`src/efws_pkg.sv`:
```
package efws_pkg;

    localparam int CFG_W  = 5;
    localparam int DUR_W  = 32;
    localparam int TIME_W = 63;
    localparam int WIDX_W = 4;

    localparam logic [TIME_W-1:0] TIME_MAX = {TIME_W{1'b1}};

    typedef enum logic [2:0] {
        ST_IDLE,
        ST_SCAN,
        ST_LAST,
        ST_UPDATE
    } efws_state_t;

    typedef struct packed {
        logic              valid;
        logic [WIDX_W-1:0] worker_index;
        logic [TIME_W-1:0] start_time;
    } efws_result_t;

endpackage

```
`src/efws_time_mem.sv`:
```
module efws_time_mem #(
    parameter int DEPTH = 16,
    parameter int AW    = 4
) (
    input  logic                        clk,
    input  logic                        rst_n,
    input  logic [AW-1:0]               rd_addr,
    output logic [efws_pkg::TIME_W-1:0] rd_data,
    input  logic                        wr_en,
    input  logic [AW-1:0]               wr_addr,
    input  logic [efws_pkg::TIME_W-1:0] wr_data
);
    import efws_pkg::*;

    logic [TIME_W-1:0] mem [DEPTH];
    logic [DEPTH-1:0]  valid_reg;
    logic [TIME_W-1:0] rd_data_reg;

    // unwritten entries read as zero
    always_ff @(posedge clk or negedge rst_n)
    begin
        if (!rst_n)
        begin
            valid_reg <= '0;
        end
        else if (wr_en)
        begin
            valid_reg[wr_addr] <= 1'b1;
        end
    end

    always_ff @(posedge clk)
    begin
        if (wr_en)
        begin
            mem[wr_addr] <= wr_data;
        end
    end

    always_ff @(posedge clk)
    begin
        if (valid_reg[rd_addr])
        begin
            rd_data_reg <= mem[rd_addr];
        end
        else
        begin
            rd_data_reg <= '0;
        end
    end

    assign rd_data = rd_data_reg;

endmodule

```
`src/efws_core.sv`:
```
module efws_core #(
    parameter int MAX_WORKERS = 16
) (
    input  logic                         clk,
    input  logic                         rst_n,
    input  logic [efws_pkg::CFG_W-1:0]   workers_in_use,
    input  logic                         in_valid,
    output logic                         in_ready,
    input  logic [efws_pkg::DUR_W-1:0]   job_duration,
    input  logic                         slot_free,
    output efws_pkg::efws_result_t       result
);
    import efws_pkg::*;

    localparam int IDX_W = (MAX_WORKERS > 1) ? $clog2(MAX_WORKERS) : 1;
    localparam int CAP   = (MAX_WORKERS < 31) ? MAX_WORKERS : 31;

    efws_state_t       state_reg, state_next;
    logic [DUR_W-1:0]  dur_reg, dur_next;
    logic [CFG_W-1:0]  n_reg, n_next;
    logic [CFG_W-1:0]  cnt_reg, cnt_next;
    logic [CFG_W-1:0]  started_reg, started_next;
    logic              first_reg, first_next;
    logic [TIME_W-1:0] best_val_reg, best_val_next;
    logic [IDX_W-1:0]  best_idx_reg, best_idx_next;
    logic [IDX_W-1:0]  prev_idx_reg;

    logic [CFG_W-1:0]  n_in;
    logic              fill;
    logic [IDX_W-1:0]  rd_addr;
    logic [TIME_W-1:0] rd_data;
    logic              take;
    logic [TIME_W:0]   sum_full;
    logic [TIME_W-1:0] sum_sat;
    logic              wr_en;

    always_comb
    begin
        if (workers_in_use == '0)
        begin
            n_in = CFG_W'(1);
        end
        else if (workers_in_use > CFG_W'(CAP))
        begin
            n_in = CFG_W'(CAP);
        end
        else
        begin
            n_in = workers_in_use;
        end
    end

    assign fill     = started_reg < n_in;
    assign in_ready = (state_reg == ST_IDLE);
    assign take     = first_reg || (rd_data < best_val_reg);
    assign sum_full = {1'b0, best_val_reg} + (TIME_W + 1)'(dur_reg);
    assign sum_sat  = sum_full[TIME_W] ? TIME_MAX : sum_full[TIME_W-1:0];
    assign wr_en    = (state_reg == ST_UPDATE) && slot_free;

    always_comb
    begin
        case (state_reg)
            ST_IDLE:
            begin
                rd_addr = fill ? IDX_W'(started_reg) : '0;
            end
            ST_SCAN:
            begin
                rd_addr = IDX_W'(cnt_reg);
            end
            default:
            begin
                rd_addr = '0;
            end
        endcase
    end

    efws_time_mem #(
        .DEPTH (MAX_WORKERS),
        .AW    (IDX_W)
    ) u_mem (
        .clk     (clk),
        .rst_n   (rst_n),
        .rd_addr (rd_addr),
        .rd_data (rd_data),
        .wr_en   (wr_en),
        .wr_addr (best_idx_reg),
        .wr_data (sum_sat)
    );

    always_comb
    begin
        state_next = state_reg;
        case (state_reg)
            ST_IDLE:
            begin
                if (in_valid)
                begin
                    if (fill || n_in == CFG_W'(1))
                    begin
                        state_next = ST_LAST;
                    end
                    else
                    begin
                        state_next = ST_SCAN;
                    end
                end
            end
            ST_SCAN:
            begin
                if (cnt_reg == n_reg - CFG_W'(1))
                begin
                    state_next = ST_LAST;
                end
            end
            ST_LAST:
            begin
                state_next = ST_UPDATE;
            end
            ST_UPDATE:
            begin
                if (slot_free)
                begin
                    state_next = ST_IDLE;
                end
            end
            default:
            begin
                state_next = ST_IDLE;
            end
        endcase
    end

    always_comb
    begin
        dur_next      = dur_reg;
        n_next        = n_reg;
        cnt_next      = cnt_reg;
        started_next  = started_reg;
        first_next    = first_reg;
        best_val_next = best_val_reg;
        best_idx_next = best_idx_reg;
        case (state_reg)
            ST_IDLE:
            begin
                if (in_valid)
                begin
                    dur_next   = job_duration;
                    n_next     = n_in;
                    cnt_next   = CFG_W'(1);
                    first_next = 1'b1;
                    if (fill)
                    begin
                        started_next = started_reg + CFG_W'(1);
                    end
                end
            end
            ST_SCAN, ST_LAST:
            begin
                cnt_next   = cnt_reg + CFG_W'(1);
                first_next = 1'b0;
                if (take)
                begin
                    best_val_next = rd_data;
                    best_idx_next = prev_idx_reg;
                end
            end
            default:
            begin
            end
        endcase
    end

    always_ff @(posedge clk or negedge rst_n)
    begin
        if (!rst_n)
        begin
            state_reg   <= ST_IDLE;
            started_reg <= '0;
            first_reg   <= 1'b0;
            cnt_reg     <= '0;
            n_reg       <= CFG_W'(1);
        end
        else
        begin
            state_reg   <= state_next;
            started_reg <= started_next;
            first_reg   <= first_next;
            cnt_reg     <= cnt_next;
            n_reg       <= n_next;
        end
    end

    always_ff @(posedge clk)
    begin
        dur_reg      <= dur_next;
        best_val_reg <= best_val_next;
        best_idx_reg <= best_idx_next;
        prev_idx_reg <= rd_addr;
    end

    always_comb
    begin
        result.valid        = wr_en;
        result.worker_index = WIDX_W'(best_idx_reg);
        result.start_time   = best_val_reg;
    end

endmodule

```
`src/earliest_free_worker_scheduler.sv`:
```
// channel   | dir | tdata (low bit up)                     | note
// s_axis    | in  | job_duration[31:0]                     | one job per beat
// m_axis    | out | worker_index[3:0], start_time[66:4]    | one beat per job
// cfg       | in  | workers_in_use[4:0]                    | write-only, reset 16
//
// With all n workers busy a job occupies the block for one finish-time read per
// cycle through a single comparator, then one saturating add and write-back; its
// beat is registered onto m_axis at the write-back.
// While unstarted workers remain, or with one worker, a job reads only one finish
// time before the add and write-back.
// Reset clears finish times, started count and output valid.
// A result waiting on m_axis holds the write-back until it is taken.
module earliest_free_worker_scheduler #(
    parameter int MAX_WORKERS = 16
) (
    input  logic        clk,
    input  logic        rst_n,
    input  logic        s_axis_tvalid,
    output logic        s_axis_tready,
    input  logic [31:0] s_axis_tdata,   // job_duration[31:0]
    output logic        m_axis_tvalid,
    input  logic        m_axis_tready,
    output logic [71:0] m_axis_tdata,   // worker_index[3:0], start_time[66:4], zero[71:67]
    input  logic        cfg_wr_en,
    input  logic [4:0]  cfg_wr_data     // workers_in_use[4:0]
);
    import efws_pkg::*;

    logic [CFG_W-1:0]  cfg_reg;
    logic              out_valid_reg;
    logic [WIDX_W-1:0] out_idx_reg;
    logic [TIME_W-1:0] out_time_reg;
    logic              slot_free;
    efws_result_t      result;

    assign slot_free = !out_valid_reg || m_axis_tready;

    always_ff @(posedge clk or negedge rst_n)
    begin
        if (!rst_n)
        begin
            cfg_reg <= CFG_W'(16);
        end
        else if (cfg_wr_en)
        begin
            cfg_reg <= cfg_wr_data;
        end
    end

    efws_core #(
        .MAX_WORKERS (MAX_WORKERS)
    ) u_core (
        .clk            (clk),
        .rst_n          (rst_n),
        .workers_in_use (cfg_reg),
        .in_valid       (s_axis_tvalid),
        .in_ready       (s_axis_tready),
        .job_duration   (s_axis_tdata),
        .slot_free      (slot_free),
        .result         (result)
    );

    always_ff @(posedge clk or negedge rst_n)
    begin
        if (!rst_n)
        begin
            out_valid_reg <= 1'b0;
        end
        else if (result.valid)
        begin
            out_valid_reg <= 1'b1;
        end
        else if (m_axis_tready)
        begin
            out_valid_reg <= 1'b0;
        end
    end

    always_ff @(posedge clk)
    begin
        if (result.valid)
        begin
            out_idx_reg  <= result.worker_index;
            out_time_reg <= result.start_time;
        end
    end

    assign m_axis_tvalid = out_valid_reg;
    assign m_axis_tdata  = {5'b0, out_time_reg, out_idx_reg};

endmodule
```
`config.mk`:
```
export PLATFORM = sky130hd
export DESIGN_NAME = earliest_free_worker_scheduler
export DESIGN_NICKNAME = d
export VERILOG_FILES = /design/src/efws_pkg.sv /design/src/efws_time_mem.sv /design/src/efws_core.sv /design/src/earliest_free_worker_scheduler.sv
export SDC_FILE = /design/constraint.sdc
export NUM_CORES = 2
export LEC_CHECK = 0
export ABC_AREA = 1
export BUFFER_PORTS_ARGS = -buffer_cell sky130_fd_sc_hd__buf_2
export CORE_MARGIN = 1.5
export CORE_UTILIZATION = 45
export DETAILED_ROUTE_END_ITERATION = 7
export SYNTH_ARGS = -nofsm -noshare
export SYNTH_HDL_FRONTEND = slang
export SYNTH_HIERARCHICAL = 1
export SYNTH_SLANG_ARGS = --single-unit
```
`constraint.sdc`:
```
create_clock -name clk -period 5.55 [get_ports clk]
set_clock_uncertainty 0.15 [all_clocks]
set_input_delay 0.2775 -clock clk [delete_from_list [all_inputs] [get_ports clk]]
set_output_delay 0.2775 -clock clk [all_outputs]
set_load 0.01 [all_outputs]
```
==> out/results.ini <==
[placed_design]
dp_cells = 7687
dpl_cell_area_um2 = 61000
port_buffers = 110
hpwl_mm = 97.7
gp_congestion = 0.998
pre_cts_ws_ns = 1.12

[power]
p_per_area_nw_per_um2 = 631
vdd_drop_max_v = 0.000766
power.total_mw = 41.4
leakage_nw = 29.1

[setup_path]
cp_max_fo = 63
crit_path_frequent_cell = nand3_1
critPathRequiredTime_ns = 6.02
critPathMaxStageDelay_ns = 0.62
worstSetupPathType = flip-flop to flip-flop
cp_slowest_cell = nand2_4
endpoint_kind = flip-flop
critPathArrivalTime_ns = 4.97
crit_family = simple AND/OR/NAND/NOR gates
critPathBufInv = 4
start_kind = flip-flop
path_cells = inv_1 > nand3_1 > o21ai_0 > nand2_1 > ha_1 > a21oi_1 > o21a_1 > nand2_1 > inv_1 > nand3_1 > o21ai_4 > buf_4 > nand2_1 > nand3_1 > nand3_1 > nand3_1 > nand2_4 > nand2_1 > inv_1
rrSetupSlack_ns = 1.06

[sta]
max_freq_mhz = 222
period_share = 0.810
final-max-slew-violation-count = 0
tightest_slew_ns = 1.30
fin_ws_ns = 1.06
holdWs_ns = 0.0751
hold_violations = 0
rsz0062_at_grt = false
maxSlewHeadroom = 0.133
setup_tns_ns = 0
min_period_ns = 4.49
setup_violations = 0

[logic_synthesis]
synth-async-reset-ratio = 0.0312
ys_seq_area_frac = 0.644
yosysTopAreaCell = edfxtp_1
synth_edf_count = 1174
synth_seq_cells = 1281
syn_area_um2 = 58400
synth_top_area_frac = 0.604
synthFlopType = edfxtp_1
syn_inst = 6007
netlist_top_cells_area = edfxtp_1, nand2_1, nand3_1
yosysWarnings = 6
syn_avg_cell_area_um2 = 9.72
synth_cell_types = 43

[finish]
regArea_um2 = 37600
utilization = 0.512
largest_reg_flops = 1008
antenna_cells = 0
fin_nets = 6291
multi_input_area_um2 = 15400
nFillCells = 11600
layout-drive-gt1-share = 0.0764
final_cells = 7976
largest-register = u_core/u_mem/mem
design_area_um2 = 65700
syn_to_final_growth_pct = 12.5

[die]
fp.dieH_um = 363
initial_utilization = 0.455
coreArea_um2 = 128000
die_w_um = 363
io-pin-count = 116
rows = 131
dieArea_um2 = 132000

[routing]
num_vias = 41100
routedWlPerCell_um = 21.0
ant_nets = 0
firstDrtPassIters = 6
drt_iter0_drc = 4442
drt_wl_total_mm = 168
drc_errors = 0
avgViaCountPerCell = 5.15

[clock_tree]
hold_buffers = 50
cts.clk_slew.worst_paths_ns = 0.06
ctsResizeCount = 0
clock_path_buffers = 3
cts_setup_buffers = 0
cts.sinks = 1281
clock_tree.root_cell = clkbuf_16
cts_tree = yes
cts_buffers = 134
cts_htree_levels = 4
worstSkewPairLatency_ns = 0.76

[global_route]
busiest_layer = met2
grt_pass1_vias = 39000
antenna_found_initial = 4
grt_max_degree = 156
grt.overflow.total = 0
grtUsageTotal = 0.254
grt_pass1_wl_mm = 248
met1_usage = 0.361
use_met2 = 0.402
grt_util_met3 = 0.0363

[hold_path]
hp-class = input pin to asynchronous set/reset pin

[run]
cap_violations = 0

[outcome]
status = complete, no violations

-- layout make-up --
| class | count | area share |
|---|---|---|
| Tap cell | 1729 | 0.0329 |
| Clock buffer | 187 | 0.0560 |
| Multi-Input combinational cell | 3323 | 0.234 |
| Inverter | 1179 | 0.0679 |
| Timing Repair Buffer | 225 | 0.0284 |
| Sequential cell | 1281 | 0.573 |
| Clock inverter | 52 | 0.00776 |
-- Yosys cell counts (2+ instances only) --
master,number
nand3b_1,6
nor2_2,6
nand4_1,22
nand3_2,12
nand2_4,2
buf_6,4
nand2_1,1937
nor4_1,4
edfxtp_1,1174
nor3b_1,3
o21bai_1,6
dfstp_2,2
xor2_1,29
o21ai_0,44
dfrtp_1,38
a21oi_1,47
nand3_1,872
dfxtp_1,67
buf_4,34
ha_1,104
xnor2_1,5
nor2b_1,2
buf_1,15
a21o_1,4
buf_2,125
nor3_1,22
inv_1,1138
nor2_4,3
and2_1,3
nand2_2,30
inv_2,40
o32ai_1,2
clkbuf_1,50
nor2_1,146
-- logic make-up after synthesis --
kind of cell,share of synthesized area
AO/OA/AOI/OAI,0.00967
XOR/XNOR,0.00510
adder cells (fa/ha/maj),0.0226
buffers and inverters,0.0959
flip-flops,0.644
other,0.0000642
AND/OR/NAND/NOR,0.223
-- where the power goes --
| group | switching, mW | internal [mW] |
|---|---|---|
| clock network | 3.67 | 5.04 |
| registers | 1.06 | 14.4 |
| logic | 12.9 | 4.30 |
-- cell usage in the layout, fill, tap and decap left out, types with 8 or more instances in the layout --
cell type and instances:
bufinv_16 9, clkbuf_1 43, clkinv_1 17, buf_2 110, dfrtp_1 38, dlygate4sd3_1 50, clkbuf_16 136, nor3_1 22
nand3_1 872, inv_1 1136, o21ai_0 42, clkinv_2 15, nand2_2 29, ha_1 104, nand2_1 1937, buf_4 39
edfxtp_1 1174, a21oi_1 46, nor2_4 19, clkbuf_8 8, xor2_1 29, nand4_1 22, buf_12 26, nor2_1 130
dfxtp_1 67, inv_2 38, nand3_2 12
-- worst paths after layout --
path,from,to,depth (start not counted)
setup / recovery,cfg_reg[2],u_core/u_mem/rd_data[27],19
hold / removal,rst_n,u_core/u_mem/valid_reg[15],2
setup reg to reg,cfg_reg[2],u_core/u_mem/rd_data[27],19
hold reg to reg,u_core/prev_idx_reg[0],u_core/best_idx_reg[0],0
max in group asynchronous,rst_n,u_core/cnt_reg[3],2
min in group clk,s_axis_tdata[31],u_core/dur_reg[31],2
-- metal layers --
| metal | vias to the layer above | share of wire |
|---|---|---|
| met4 | 0 | 0.030 |
| met3 | 265 | 0.071 |
| met2 | 1565 | 0.45 |
| met1 | 19800 | 0.44 |
| met5 | - | 0 |
| li1 | 19400 | - |
Note: power is estimated with default switching activity, not from simulation.
